[src/design/wos_rstep.sv]
module wos_rstep #(
	parameter int W     = 18,
	parameter int STEPS = 4
) (
	input  logic [W-1:0]     rem_in,
	input  logic [STEPS-1:0] bits,
	input  logic [W-1:0]     den,
	output logic [W-1:0]     rem_out,
	output logic [STEPS-1:0] quo
);

	// restoring steps, one numerator bit each, msb first
	always_comb begin
		logic [W:0]   t;
		logic [W-1:0] r;
		r   = rem_in;
		quo = '0;
		for (int i = STEPS - 1; i >= 0; i--) begin
			t = {r, bits[i]};
			if (t >= {1'b0, den}) begin
				t      = t - {1'b0, den};
				quo[i] = 1'b1;
			end
			r = t[W-1:0];
		end
		rem_out = r;
	end

endmodule

[src/design/wos_divp.sv]
module wos_divp #(
	parameter int W      = 18,
	parameter int STEPS  = 4,
	parameter int STAGES = 13
) (
	input  logic                      clk,
	input  logic                      adv,
	input  logic [STEPS*STAGES+W-1:0] num,
	input  logic [W-1:0]              den,
	output logic [STEPS*STAGES-1:0]   quo,
	output logic [W-1:0]              rem
);

	localparam int QP = STEPS * STAGES;

	// one entry per stage; low part holds the unused numerator bits on top
	// and the quotient bits gathered so far below
	logic [W-1:0]  rem_sn [STAGES];
	logic [QP-1:0] low_sn [STAGES];
	logic [W-1:0]  den_sn [STAGES];

	for (genvar g = 0; g < STAGES; g++) begin : g_stage
		logic [W-1:0]     r_in;
		logic [W-1:0]     d_in;
		logic [W-1:0]     r_out;
		logic [QP-1:0]    l_in;
		logic [STEPS-1:0] q;

		if (g == 0) begin : g_first
			assign r_in = num[QP+W-1:QP];
			assign l_in = num[QP-1:0];
			assign d_in = den;
		end else begin : g_next
			assign r_in = rem_sn[g-1];
			assign l_in = low_sn[g-1];
			assign d_in = den_sn[g-1];
		end

		wos_rstep #(
			.W     (W),
			.STEPS (STEPS)
		) u_step (
			.rem_in  (r_in),
			.bits    (l_in[QP-1 -: STEPS]),
			.den     (d_in),
			.rem_out (r_out),
			.quo     (q)
		);

		always_ff @(posedge clk) begin
			if (adv) begin
				rem_sn[g] <= r_out;
				low_sn[g] <= {l_in[QP-STEPS-1:0], q};
				den_sn[g] <= d_in;
			end
		end
	end

	assign quo = low_sn[STAGES-1];
	assign rem = rem_sn[STAGES-1];

endmodule

[config.mk]
export PLATFORM = sky130hd
export DESIGN_NAME = wos_divp
export DESIGN_NICKNAME = d
export VERILOG_FILES = /design/src/design/wos_rstep.sv /design/src/design/wos_divp.sv
export SDC_FILE = /design/constraint.sdc
export NUM_CORES = 2
export LEC_CHECK = 0
export ABC_CLOCK_PERIOD_IN_PS = 14000
export CAP_MARGIN = 40
export CORE_ASPECT_RATIO = 1.4
export CORE_MARGIN = 8
export CORE_UTILIZATION = 45
export DETAILED_ROUTE_END_ITERATION = 6
export DONT_BUFFER_PORTS = 1
export PLACE_DENSITY = 0.57
export SLEW_MARGIN = 20
export SYNTH_ARGS = -nofsm -noshare
export SYNTH_HDL_FRONTEND = slang
export SYNTH_SLANG_ARGS = --single-unit
[constraint.sdc]
create_clock -name clk -period 14 [get_ports clk]
set_input_delay 0 -clock clk [delete_from_list [all_inputs] [get_ports clk]]
set_output_delay 0 -clock clk [all_outputs]
set_load 0.005 [all_outputs]
==> results.toml <==
[final_layout]
nNetsFinal = 10200
post-route-cell-area_sq_um = 97900
utilization_pct = 49.7
areaGrowthSynthToFinish_pct = 10.1
fraction_of_layout_instances_using_a_drive_strength_above_1_pct = 7.88

[logic_synthesis]
syn_nets = 9985
synth.most_common_cell = "edfxtp_1"
synth_warnings = 0
synth_cells = 8907
synth_async_sr_flop_share_pct = 0
synth-seq-cells = 1126
synth.largest_area_cell = "edfxtp_1"
synth_area_per_inst_sq_um = 9.98
synth.lib_cells_used.distinct = 100
postSynth.topFlopCell = "edfxtp_1"
area_fraction_of_the_dominant_cell_type_after_synthesis_pct = 38.0
synth_area_leaders = "edfxtp_1 (38%), ha_1 (13%), xnor2_1 (4.2%)"
post_synth_edffs = 1126
synth_area_sq_um = 88900
seq_area_frac_synth_pct = 38.0
synth_common_cells = "edfxtp_1 (1126), ha_1 (936), a21oi_1 (688)"

[global_routing]
total_overflow_reported_by_the_global_router = 0
antenna_found_initial = 4
via_count_of_the_first_global_routing_pass = 68200
pin_count_of_the_biggest_net_entering_global_routing = 208
grt_pass1_wl_um = 381000
grt_util_all_layers_pct = 22.4

[timing]
rsz0062_at_grt = "false"
slew_violations = 0
fin_skew_ps = 36.4
relSlewSlack_pct = 11.5
worst_hold_slack_ps = 63.0
worst-slew-pin-transition_ps = 1330
fin_tns_setup_ps = 0
timing.final.crit_share_pct = 91.6
timing.fmax_mhz = 77.9
hold_viol_final = 0
timing.final.setup_violations = 0
post-route-min-period_ps = 12830

[critical_path]
max_stage_delay_ps = 620
data_arrival_critical_path_ps = 13290
required_ps = 14460
reg2regPathDepth = 48
start_to_end_type_of_the_worst_setup_path = "flop to flop"
end_kind = "flop"
startpoint_type = "flop"
critical-path-slowest-cell = "o21ai_2"
cp_max_fo = 18

[clock_network]
cts.sinks = 1126
cts.reportedPaths.clkPinSlew_ps = 70
tritoncts = "done"
post_cts_repair_resize_count = 0
max-clock-path-buffers = 3
cts-htree-levels = 3
ctsRootBufferMaster = "clkbuf_16"
numCtsBuffers = 114
clock_latency_ps = 760

[die]
die_w_um = 392
die_area_sq_um = 212000
initial_utilization_pct = 45.1
placementRows = 193
chipHeight_um = 542
fp.coreArea_sq_um = 197000
pin_count = 160

[drt]
drt.antenna.violating_nets = 0
drcViolationCount = 0
num_vias = 68700
dr.pass1.iters = 7
route.final.wire_length_um = 245000
avgRoutedWirePerCell_um = 20.7
drt-initial-drc-count = 4335
route.detailed.vias_per_inst = 5.80

[run]
max_cap_viol_count = 0

[place]
detailed_place_hpwl_um = 192000
gp_routability_congestion = 0.918
buffer_ports.inserted = 0
dpl_cell_area_sq_um = 92600

[worst_hold_path]
whs_path_depth = 5
path_category_of_the_worst_min_delay_check = "input pin to flop"

[run_status]
outcome = "completed"
==> flip-flops by register name, indices dropped and copies added, names as in the netlist <==
register / flops
low_sn: 676
rem_sn: 234
den_sn: 216
==> worst paths after layout <==
check	from	end	slack (ps)
max reg2reg	den_sn[0][55]	rem_sn[0][74]	1170
max	den_sn[0][55]	rem_sn[0][74]	1170
min reg2reg	low_sn[0][212]	low_sn[0][268]	390
min	num[53]	rem_sn[0][5]	60
==> worst max-delay path, delay by kind of cell, from the launching register on <==
kind                       cells  cell delay (ps)
AOI/OAI and AO/OA             27             7630
adders and majority gates      4             1330
buffers and inverters          5              790
DFF                            1              600
muxes                          1              370
and+or+nand+nor               11             1780
==> stage by stage <==
stage                     instances  worst slack [ps]
after CTS                     11900               936
after global routing          11900               213
after detailed placement      11500              1010
final                         11900              1170
after floorplan                8907              2550
after global placement        11500               983
==> layout make-up <==
class | count | area, sq um
Inverter | 667 | 2500
Clock buffer | 128 | 2910
Fill cell | 18200 | 99200
Sequential cell | 1126 | 33800
Antenna cell | 1 | 2.50
Tap cell | 2632 | 3290
Clock inverter | 79 | 885
Timing Repair Buffer | 244 | 2380
Multi-Input combinational cell | 6980 | 52100
==> per-layer routing <==
metal  routed length [um]  GRT usage [%]  part of all wire, %
met3                 8530           2.13                  3.5
met2               125000           41.0                   51
met4                11600           9.50                  4.7
met1               101000           26.5                   41
met5                    0              0                    0
==> kinds of logic (layout without fill, tap and decap cells) <==
family                   count (synthesis)  after routing  share of synthesized area [%]
AND/OR/NAND/NOR                       2264           2264                           12.5
XOR/XNOR                               685            685                           6.75
adder cells (fa/ha/maj)                988            988                           14.3
buffers and inverters                  801           1118                           3.43
multiplexers                           489            489                           5.99
AO/OA/AOI/OAI                         2554           2554                           18.9
other                                    0              1                              0
flip-flops                            1126           1126                           38.0
==> layout by cell type, fill, tap and decap left out, types with 165 or more instances in the layout <==
master       n
mux2i_1    165
xnor2_1    431
xor2_1     254
a21o_1     316
o21ai_0    565
nand2_1    548
edfxtp_1  1126
nor2_1     572
inv_1      652
a21oi_1    688
ha_1       936
nor2b_1    176
mux2_2     317
==> repair_timing <==
action	in CTS	in global routing
hold endpoints to repair	312	0
hold buffers	147	0
setup buffers	0	0
Power is not shown: default switching activity piles up to over one toggle a cycle in this logic, so the estimate is an artifact.
