--- src/design/wos_pkg.sv ---
package wos_pkg;

	// field widths
	localparam int IDX_W    = 32;
	localparam int FREQ_W   = 18;
	localparam int SR_W     = 18;
	localparam int AMP_W    = 15;
	localparam int BASE_W   = 15;
	localparam int DET_W    = 6;
	localparam int DUTY_W   = 7;
	localparam int WAVE_W   = 2;
	localparam int SAMPLE_W = 16;
	localparam int CFG_W    = 18;
	localparam int CFG_IDX_W = 3;

	// limits
	localparam int AMP_MAX          = 32767;
	localparam int DETUNE_RANGE     = 24;
	localparam int SINE_TABLE_DEPTH = 1024;
	localparam int DUTY_FULL        = 100;

	// reset values of the registers
	localparam int RST_AMPLITUDE   = 32767;
	localparam int RST_BASE_FREQ   = 440;
	localparam int RST_DUTY        = 50;
	localparam int RST_SAMPLE_RATE = 44100;

	// semitone ratio, unsigned q24
	localparam int RATIO_W    = 25;
	localparam int RATIO_FRAC = 24;
	localparam int OCT_BIAS   = 4;

	// phase remainder pipeline
	localparam int PROD_W     = IDX_W + FREQ_W;
	localparam int MOD_STEPS  = 4;
	localparam int MOD_STAGES = (PROD_W + MOD_STEPS - 1) / MOD_STEPS;

	// shared divider
	localparam int DEN_W      = 25;
	localparam int DIV_STAGES = 3;
	localparam int TRI_Q_W    = 15;

	// quarter sine entries, unsigned q30
	localparam int          ENTRY_W     = 31;
	localparam int          ENTRY_FRAC  = 30;
	localparam longint      Q30_ONE     = 64'd1 << 30;
	localparam longint      HALF_PI_Q30 = 64'd1686629713;

	typedef enum logic [WAVE_W-1:0] {
		WAVE_SINE,
		WAVE_SQUARE,
		WAVE_TRIANGLE,
		WAVE_UNKNOWN
	} wave_t;

	typedef enum logic [CFG_IDX_W-1:0] {
		REG_WAVEFORM,
		REG_ENABLE,
		REG_AMPLITUDE,
		REG_BASE_FREQ,
		REG_DETUNE,
		REG_DUTY,
		REG_SAMPLE_RATE
	} cfg_reg_t;

	function automatic logic [RATIO_W-1:0] semitone_ratio(input logic [3:0] semi);
		logic [RATIO_W-1:0] r;
		unique case (semi)
			4'd0:    r = 25'd16777216;
			4'd1:    r = 25'd17774841;
			4'd2:    r = 25'd18831788;
			4'd3:    r = 25'd19951585;
			4'd4:    r = 25'd21137968;
			4'd5:    r = 25'd22394897;
			4'd6:    r = 25'd23726566;
			4'd7:    r = 25'd25137421;
			4'd8:    r = 25'd26632170;
			4'd9:    r = 25'd28215802;
			4'd10:   r = 25'd29893600;
			4'd11:   r = 25'd31671166;
			default: r = 25'd16777216;
		endcase
		return r;
	endfunction

	// taylor series of sin, evaluated at elaboration for each table entry
	function automatic logic [ENTRY_W-1:0] quarter_sine(input int unsigned idx,
			input int unsigned Depth);
		longint unsigned th;
		longint unsigned th2;
		longint unsigned term;
		longint unsigned Den;
		longint          sum;
		th   = (HALF_PI_Q30 * longint'(idx)) / Depth;
		th2  = (th * th) >> ENTRY_FRAC;
		term = th;
		sum  = longint'(th);
		for (int n = 1; n <= 10; n++) begin
			Den  = longint'((2 * n) * (2 * n + 1));
			term = ((term * th2) >> ENTRY_FRAC) / Den;
			if ((n & 1) == 1)
				sum = sum - longint'(term);
			else
				sum = sum + longint'(term);
		end
		if (sum < 0)
			sum = 0;
		if (sum > Q30_ONE)
			sum = Q30_ONE;
		return ENTRY_W'(sum);
	endfunction

endpackage

--- src/design/wos_freq.sv ---
module wos_freq (
	input  logic                        clk,
	input  logic [wos_pkg::BASE_W-1:0]  base_freq,
	input  logic [wos_pkg::DET_W-1:0]   detune,
	output logic [wos_pkg::FREQ_W-1:0]  freq
);
	import wos_pkg::*;

	localparam int X_W  = BASE_W + RATIO_W;
	localparam int XS_W = X_W + 6;

	logic signed [7:0]  d_ext;
	logic signed [7:0]  d_clamp;
	logic [6:0]         t;
	logic [12:0]        t43;
	logic [2:0]         oct_idx;
	logic [6:0]         semi7;
	logic [X_W-1:0]     x;
	logic [X_W-1:0]     x_q;
	logic [2:0]         oct_q;
	logic [XS_W-1:0]    xs;
	logic [FREQ_W-1:0]  fr;
	logic [FREQ_W-1:0]  freq_q;

	always_comb begin
		d_ext = {{2{detune[DET_W-1]}}, detune};
		priority if (d_ext > signed'(8'(DETUNE_RANGE)))
			d_clamp = signed'(8'(DETUNE_RANGE));
		else if (d_ext < -signed'(8'(DETUNE_RANGE)))
			d_clamp = -signed'(8'(DETUNE_RANGE));
		else
			d_clamp = d_ext;
		// bias by four octaves so the octave number is never negative
		t       = 7'(d_clamp + 8'sd48);
		// octave of t by twelve as (t * 43) >> 9, exact for t below 128
		t43     = 13'(t) * 13'd43;
		oct_idx = 3'(t43 >> 9);
		semi7   = t - 7'(oct_idx) * 7'd12;
		x       = X_W'(base_freq) * X_W'(semitone_ratio(semi7[3:0]));
	end

	always_ff @(posedge clk) begin
		x_q   <= x;
		oct_q <= oct_idx;
	end

	always_comb begin
		xs = XS_W'(x_q) << oct_q;
		fr = xs[RATIO_FRAC+OCT_BIAS +: FREQ_W];
	end

	always_ff @(posedge clk) begin
		freq_q <= (fr == '0) ? FREQ_W'(1) : fr;
	end

	assign freq = freq_q;

endmodule

--- config.mk ---
export PLATFORM = sky130hd
export DESIGN_NAME = wos_freq
export DESIGN_NICKNAME = d
export VERILOG_FILES = /design/src/design/wos_pkg.sv /design/src/design/wos_freq.sv
export SDC_FILE = /design/constraint.sdc
export NUM_CORES = 1
export LEC_CHECK = 0
export BUFFER_PORTS_ARGS = -buffer_cell sky130_fd_sc_hd__buf_2
export CORE_MARGIN = 5
export CORE_UTILIZATION = 50
export DETAILED_ROUTE_END_ITERATION = 10
export GPL_TIMING_DRIVEN = 0
export PLACE_DENSITY = 0.72
export SYNTH_ARGS = -nofsm -noshare
export SYNTH_HDL_FRONTEND = slang
export SYNTH_SLANG_ARGS = --single-unit
--- constraint.sdc ---
create_clock -name clk -period 19.1 [get_ports clk]
set_input_delay 0.955 -clock clk [delete_from_list [all_inputs] [get_ports clk]]
set_output_delay 0.955 -clock clk [all_outputs]
set_load 0.005 [all_outputs]
==> results of run 1 <==
==> synthesized netlist by cell type (25+ instances only) <==
master,n,area [sq um]
fa_1,303,6070
inv_1,350,1310
ha_1,136,1700
o21ai_0,28,140
a21o_1,27,203
nand2_1,229,860
clkbuf_1,42,158
and2_1,145,907
nor2_1,36,135
dfxtp_1,40,801
and3_1,25,156
a21oi_1,31,155
==> registers in the layout (all words and copies together), names as in the netlist <==
signal,flops
freq,18
x_q,19
oct_q,3
==> critical path: cells and delay by family <==
family / cells / cell delay [ns]
xor+xnor: 5 / 1.02
mux: 1 / 0.24
buf+inv: 8 / 1.33
fa+ha+maj: 13 / 5.57
compound gates: 8 / 2.30
simple gates: 10 / 2.14
==> final cells by class <==
type	instances	area share, %
antenna	1	0.0167
buffer	70	2.04
clock buffer	5	0.837
clock inverter	3	0.318
inverter	352	8.84
multi-input combinational	1119	78.1
sequential	40	5.35
tap	378	3.16
timing repair buffer	39	1.31
==> logic make-up after synthesis <==
kind of cell,count (synthesis),share of synthesized area [%]
and+or+nand+nor,479,16.7
adders and majority gates,439,55.0
buffers and inverters,422,11.5
AOI/OAI and AO/OA,150,7.47
DFF,40,5.67
xor gates and xnor gates,28,1.90
muxes,23,1.73
==> per-stage QoR <==
step           hold WS [ns]  utilization [%]  instance area (sq um)  std cells  setup slack, ns
3_5_place_dp          0.548             53.1                  14800       1998             5.59
2_1_floorplan         0.501                -                  14100       1581             7.83
5_1_grt               0.619             53.7                  15000       2006             4.85
4_1_cts               0.559             53.7                  15000       2006             5.85
6_report              0.563             53.7                  15000       2007             5.68
3_3_place_gp          0.556             53.1                  14800       1998             5.82
==> final timing paths <==
check	to	slack, ns
hold reg to reg	freq[14]	0.56
setup / recovery	x_q[39]	5.68
hold / removal	freq[14]	0.56
setup reg to reg	freq[0]	16.84
==> routing by layer <==
layer / GRT usage (%) / wire length [um] / vias up
met5: 0 / 0 / -
met4: 8.99 / 1690 / 0
met3: 5.15 / 3870 / 95
met2: 39.8 / 17000 / 466
met1: 32.6 / 14200 / 5509
li1: - / - / 4863
==> impl_metrics.yaml, run 1 <==
drt:
  vias: 10900
  drc_errors: 0
  drt-pass1-iter-count: 6
  postRouteAntennaNets: 0
  wl_per_cell_um: 18.3
  drt-total-wl_mm: 36.8
  drtIter0Drc: 857
  viasPerCell: 5.45
global_route:
  grt_pass1_wl_mm: 60.3
  antenna_found_initial: 1
  grt-ovfl-total: 0
  first_global_vias: 11600
  grt_use_total_pct: 24.5
  grt_max_degree: 15
cells_and_area:
  final_common_cell: "inv_1"
  multi_input_area_sq_um: 11700
  drive_above_1_share_pct: 6.88
  areaGrowthSynthToFinish_pct: 5.98
  register_area_sq_um: 801
  fin_nets: 2088
  final.fill_count: 2588
  final_cell_mix: "350 x inv_1, 303 x fa_1, 229 x nand2_1, 145 x and2_1, 136 x ha_1"
clock_tree:
  postCtsSetupRepairBufs: 0
  ctsHoldBuffers: 0
  tritoncts: "built"
  htreeDepth: 2
  cts_root_buf: "clkbuf_16"
  path_clk_slew_ns: 0.06
  cts.path.max_buffers: 2
  clock_sinks: 40
  cts-buffers-inserted: 5
  cts_resized: 0
  clock_latency_ns: 0.28
timing:
  hold_viol: 0
  fin_skew_ns: 0.00453
  rsz0062_at_grt: "no"
  setup_violations: 0
  fmax_ghz: 0.0745
  layout_min_cycle_time_ns: 13.42
  slew_viol_final: 0
  slew-limit-headroom_pct: 32.4
  period_share_pct: 70.3
  fin_setup_tns_ns: 0
  worst_slew_pin_slew_ns: 1.01
critical_path:
  max_stage_delay_ns: 0.67
  crit_path_max_fanout: 11
  crit_slowest_cell: "a31oi_1"
  crit_arrival_ns: 13.61
  required_ns: 19.29
  r2r-start: "oct_q[0]"
  cp-startpoint: "detune[4]"
  path_common_cell: "fa_1"
  cp-end-kind: "flip-flop"
  cp-start-kind: "input pin"
  crit_type: "input pin to flip-flop"
  worst-r2r-cell-count: 8
floorplan:
  io_pins: 40
  die_x_um: 178
  die_area_sq_um: 31700
  die_h_um: 178
  rows: 61
  start_util_pct: 50.7
  coreArea_sq_um: 27900
place:
  hpwl_mm: 31.2
  io_buffer_count: 39
  gp_congestion: 1.02
synthesis:
  syn_nets: 2042
  ys_types: 69
  synthArstFlopShare_pct: 0
  ys.flop_type: "dfxtp_1"
  avgSynthCellArea_sq_um: 8.93
  ys_seq_elements: 40
  syn_inst: 1581
  yosys_warnings: 0
  syn-cell-area_sq_um: 14100
  seq_area_frac_synth_pct: 5.67
  synth_edf_count: 0
min_path:
  min_from: "x_q[39]"
  hold_class: "flip-flop to flip-flop"
  hold_path_depth: 2
status:
  status: "completed"
flow_run:
  max_cap_violations: 0
Power of run 1 is left out: the tool's default activity adds up to more than one toggle a clock period on the data nets, which glitch-free logic cannot reach.
==> run 2, diff against run 1 <==
==> constraint.sdc (replaced) <==
create_clock -name clk -period 12.96 [get_ports clk]
set_input_delay 0.648 -clock clk [delete_from_list [all_inputs] [get_ports clk]]
set_output_delay 0.648 -clock clk [all_outputs]
set_load 0.005 [all_outputs]
==> run 2 against run 1 <==
  * Design area up 0.30%
  * Final cell count hardly changed
  * Die area did not move
  * Register-to-register slack got worse by 6.1 ns
  * Clock skew about the same
  * Critical path depth fell by 3
  * Core utilization grew 0.16 points
  * Critical path type unchanged
  * Highest routed layer unchanged
==> impl_metrics.yaml, run 2 (synthesis gave the netlist of run 1 again) <==
critical_path:
  crit_arrival_ns: 12.54
  cp-start-kind: "input pin"
  r2r-start: "oct_q[0]"
  max_stage_delay_ns: 0.54
  crit_path_max_fanout: 13
  cp-end-kind: "flip-flop"
  crit_type: "input pin to flip-flop"
  crit_slowest_cell: "clkbuf_1"
  cp-startpoint: "detune[4]"
  required_ns: 13.15
  path_common_cell: "fa_1"
clock_tree:
  cts-buffers-inserted: 5
  postCtsSetupRepairBufs: 0
  cts_root_buf: "clkbuf_16"
  ctsHoldBuffers: 0
  clock_sinks: 40
  cts_resized: 0
  tritoncts: "built"
  path_clk_slew_ns: 0.06
  clock_latency_ns: 0.28
  cts.path.max_buffers: 2
  htreeDepth: 2
cells_and_area:
  fin_cells: 2006
  register_area_sq_um: 801
  fin_nets: 2087
  regMostFlops: "x_q"
  largest_reg_flops: 19
  drive_above_1_share_pct: 7.19
  final_common_cell: "inv_1"
  areaGrowthSynthToFinish_pct: 6.30
  final_util_pct: 53.8
  final_cell_mix: "350 x inv_1, 303 x fa_1, 229 x nand2_1, 144 x and2_1, 136 x ha_1"
  final.fill_count: 2584
  multi_input_area_sq_um: 11700
drt:
  postRouteAntennaNets: 0
  drt-total-wl_mm: 36.7
  drc_errors: 0
  vias: 10900
  viasPerCell: 5.44
  drt-pass1-iter-count: 5
  wl_per_cell_um: 18.3
  drtIter0Drc: 880
place:
  gp_congestion: 1.02
  pre_cts_slack_ns: -0.247
  io_buffer_count: 39
  hpwl_mm: 31.2
  dp.cells: 1998
timing:
  setup_violations: 0
  layout_min_cycle_time_ns: 12.35
  hold_viol: 0
  fmax_ghz: 0.0810
  period_share_pct: 95.3
  fin_setup_tns_ns: 0
  setup_ws_ns: 0.611
  slew_viol_final: 0
  slew-limit-headroom_pct: 40.2
  worst_slew_pin_slew_ns: 0.889
  rsz0062_at_grt: "no"
  fin_skew_ns: 0.00455
min_path:
  min_from: "x_q[39]"
  hold_class: "flip-flop to flip-flop"
floorplan:
  rows: 61
  io_pins: 40
  start_util_pct: 50.7
  coreArea_sq_um: 27900
  die_area_sq_um: 31700
  die_h_um: 178
  die_x_um: 178
global_route:
  grt_max_degree: 15
  first_global_vias: 11600
  grt-ovfl-total: 0
  grt_pass1_wl_mm: 60.3
  antenna_found_initial: 1
  grt_use_total_pct: 24.5
status:
  status: "completed"
flow_run:
  max_cap_violations: 0
==> run 2: area by class of cell <==
class | count | share of cell area (%)
multi-input cells | 1119 | 78.2
well taps | 378 | 3.15
repair buffers | 39 | 1.30
flip-flops and latches | 40 | 5.34
inverters | 352 | 8.81
diodes | 1 | 0.0167
clock buffers | 5 | 0.834
clock inverters | 3 | 0.317
plain buffers | 69 | 2.01
==> run 2: worst max-delay path: cells and delay by family <==
kind	cells	cell delay (ns)
adders and majority gates	13	5.27
buffers and inverters	12	2.78
AOI/OAI and AO/OA	7	1.79
and+or+nand+nor	8	1.59
muxes	1	0.25
xor gates and xnor gates	1	0.20
==> run 2: final timing paths <==
path              cells past startpoint  slack, ns  endpoint
setup reg to reg                      7      10.72   freq[0]
setup / recovery                     42       0.61   x_q[39]
hold reg to reg                       2       0.56  freq[14]
hold / removal                        2       0.56  freq[14]
==> run 2: per-stage QoR <==
stage / hold slack, ns / cell area [sq um]
floorplan: 0.501 / 14100
global placement: 0.556 / 14800
detailed placement: 0.548 / 14800
CTS: 0.559 / 15000
global route: 0.619 / 15000
finish: 0.563 / 15000
==> run 2: per-layer routing <==
metal	routed length (um)	track usage (%)	vias to the layer above
met5	0	0	-
met4	1760	8.99	0
met3	3400	5.15	107
met2	16900	39.8	440
met1	14700	32.6	5512
li1	-	-	4854
Power of run 2 is left out for the same reason.
==> run 3, diff against run 2 <==
--- a/config.mk
+++ b/config.mk
@@ -10,6 +10,7 @@
 export CORE_UTILIZATION = 50
 export DETAILED_ROUTE_END_ITERATION = 10
 export GPL_TIMING_DRIVEN = 0
+export MAX_ROUTING_LAYER = met4
 export PLACE_DENSITY = 0.72
 export SYNTH_ARGS = -nofsm -noshare
 export SYNTH_HDL_FRONTEND = slang
==> constraint.sdc (replaced) <==
create_clock -name clk -period 14.25 [get_ports clk]
set_input_delay 0.7125 -clock clk [delete_from_list [all_inputs] [get_ports clk]]
set_output_delay 0.7125 -clock clk [all_outputs]
set_load 0.005 [all_outputs]
==> run 3 against run 2 <==
  * Core utilization shrank 0.23 points
  * Critical path depth grew 3
  * Sequential cell count is the same
  * Design area shrank 0.43%
  * Register-to-register slack gained 1.3 ns
  * Global-route usage grew 1.2 points
  * Critical endpoint unchanged
==> impl_metrics.yaml, run 3 (synthesis gave the netlist of run 1 again) <==
floorplan:
  die_h_um: 178
  io_pins: 40
  start_util_pct: 50.7
  die_x_um: 178
  die_area_sq_um: 31700
  coreArea_sq_um: 27900
  rows: 61
cells_and_area:
  final.fill_count: 2544
  largest_reg_flops: 19
  register_area_sq_um: 801
  multi_input_area_sq_um: 11700
  regMostFlops: "x_q"
  final_common_cell: "inv_1"
  final_cell_mix: "350 x inv_1, 303 x fa_1, 229 x nand2_1, 145 x and2_1, 136 x ha_1"
  areaGrowthSynthToFinish_pct: 5.84
  fin_nets: 2088
  drive_above_1_share_pct: 6.88
  final_util_pct: 53.6
critical_path:
  r2r-start: "oct_q[0]"
  max_stage_delay_ns: 0.64
  cp-start-kind: "input pin"
  timing.rr.end: "freq[0]"
  crit_arrival_ns: 13.37
  crit_slowest_cell: "a31oi_1"
  crit_type: "input pin to flip-flop"
  rrSetupSlack_ns: 11.99
  required_ns: 14.45
  path_common_cell: "fa_1"
  worst-r2r-cell-count: 7
  crit_path_max_fanout: 11
  cp-end-kind: "flip-flop"
min_path:
  hold_path_depth: 2
  hold_class: "flip-flop to flip-flop"
  hold_end: "freq[14]"
  min_from: "x_q[39]"
drt:
  viasPerCell: 5.43
  drtIter0Drc: 936
  wl_per_cell_um: 18.5
  postRouteAntennaNets: 0
  drc_errors: 0
  drt-total-wl_mm: 37.2
  vias: 10900
  drt-pass1-iter-count: 5
timing:
  fin_setup_tns_ns: 0
  layout_min_cycle_time_ns: 13.18
  hold_viol: 0
  fmax_ghz: 0.0759
  slew_viol_final: 0
  period_share_pct: 92.5
  slew-limit-headroom_pct: 36.0
  worst_slew_pin_slew_ns: 0.952
  setup_violations: 0
  rsz0062_at_grt: "no"
  fin_skew_ns: 0.00453
clock_tree:
  ctsHoldBuffers: 0
  cts.path.max_buffers: 2
  path_clk_slew_ns: 0.06
  cts_root_buf: "clkbuf_16"
  tritoncts: "built"
  postCtsSetupRepairBufs: 0
  clock_latency_ns: 0.28
  cts-buffers-inserted: 5
  clock_sinks: 40
  htreeDepth: 2
  cts_resized: 0
global_route:
  grt_use_total_pct: 25.8
  antenna_found_initial: 2
  grt_max_degree: 14
  grt-ovfl-total: 0
  first_global_vias: 11800
  grt_pass1_wl_mm: 61.7
status:
  status: "completed"
place:
  hpwl_mm: 31.6
  gp_congestion: 1.03
  io_buffer_count: 39
flow_run:
  max_cap_violations: 0
[run 3: worst max path at each step]
stage	from	endpoint	slack, ns	cells after the start
after CTS	detune[4]	x_q[39]	1.19	45
after global placement	detune[4]	x_q[39]	1.21	45
after floorplan	detune[3]	x_q[38]	3.22	44
after global routing	detune[4]	x_q[36]	0.17	45
final	detune[4]	x_q[39]	1.07	45
after detailed placement	detune[4]	x_q[39]	0.90	45
[run 3: final cells by class]
class | instances | share of cell area (%)
timing repair buffer | 39 | 1.31
inverter | 352 | 8.85
buffer | 70 | 2.04
clock buffer | 6 | 0.930
sequential | 40 | 5.36
multi-input combinational | 1119 | 78.2
clock inverter | 2 | 0.101
antenna | 1 | 0.0168
tap | 378 | 3.17
[run 3: worst max-delay path: cells and delay by family]
family | cells | cell delay [ns]
AND/OR/NAND/NOR | 10 | 2.17
multiplexers | 1 | 0.24
buffers and inverters | 8 | 1.31
XOR/XNOR | 5 | 1.01
AO/OA/AOI/OAI | 8 | 2.27
adder cells (fa/ha/maj) | 13 | 5.62
[run 3: per-layer routing]
layer	routed length, um	up-vias	share of wire, %	track usage [%]
met2	17100	481	46	40.4
met1	14200	5464	38	32.2
met3	3980	105	11	6.55
met5	0	-	0	-
li1	-	4850	-	-
met4	1900	0	5.1	10.1
[run 3: stage by stage]
stage	setup slack [ns]	cell area, sq um	std cells	hold slack (ns)
2_1_floorplan	3.22	14100	1581	0.501
3_3_place_gp	1.21	14800	1998	0.557
3_5_place_dp	0.904	14800	1998	0.566
4_1_cts	1.19	14900	2006	0.573
5_1_grt	0.169	14900	2006	0.628
6_report	1.07	14900	2007	0.575
Power of run 3 is left out for the same reason.
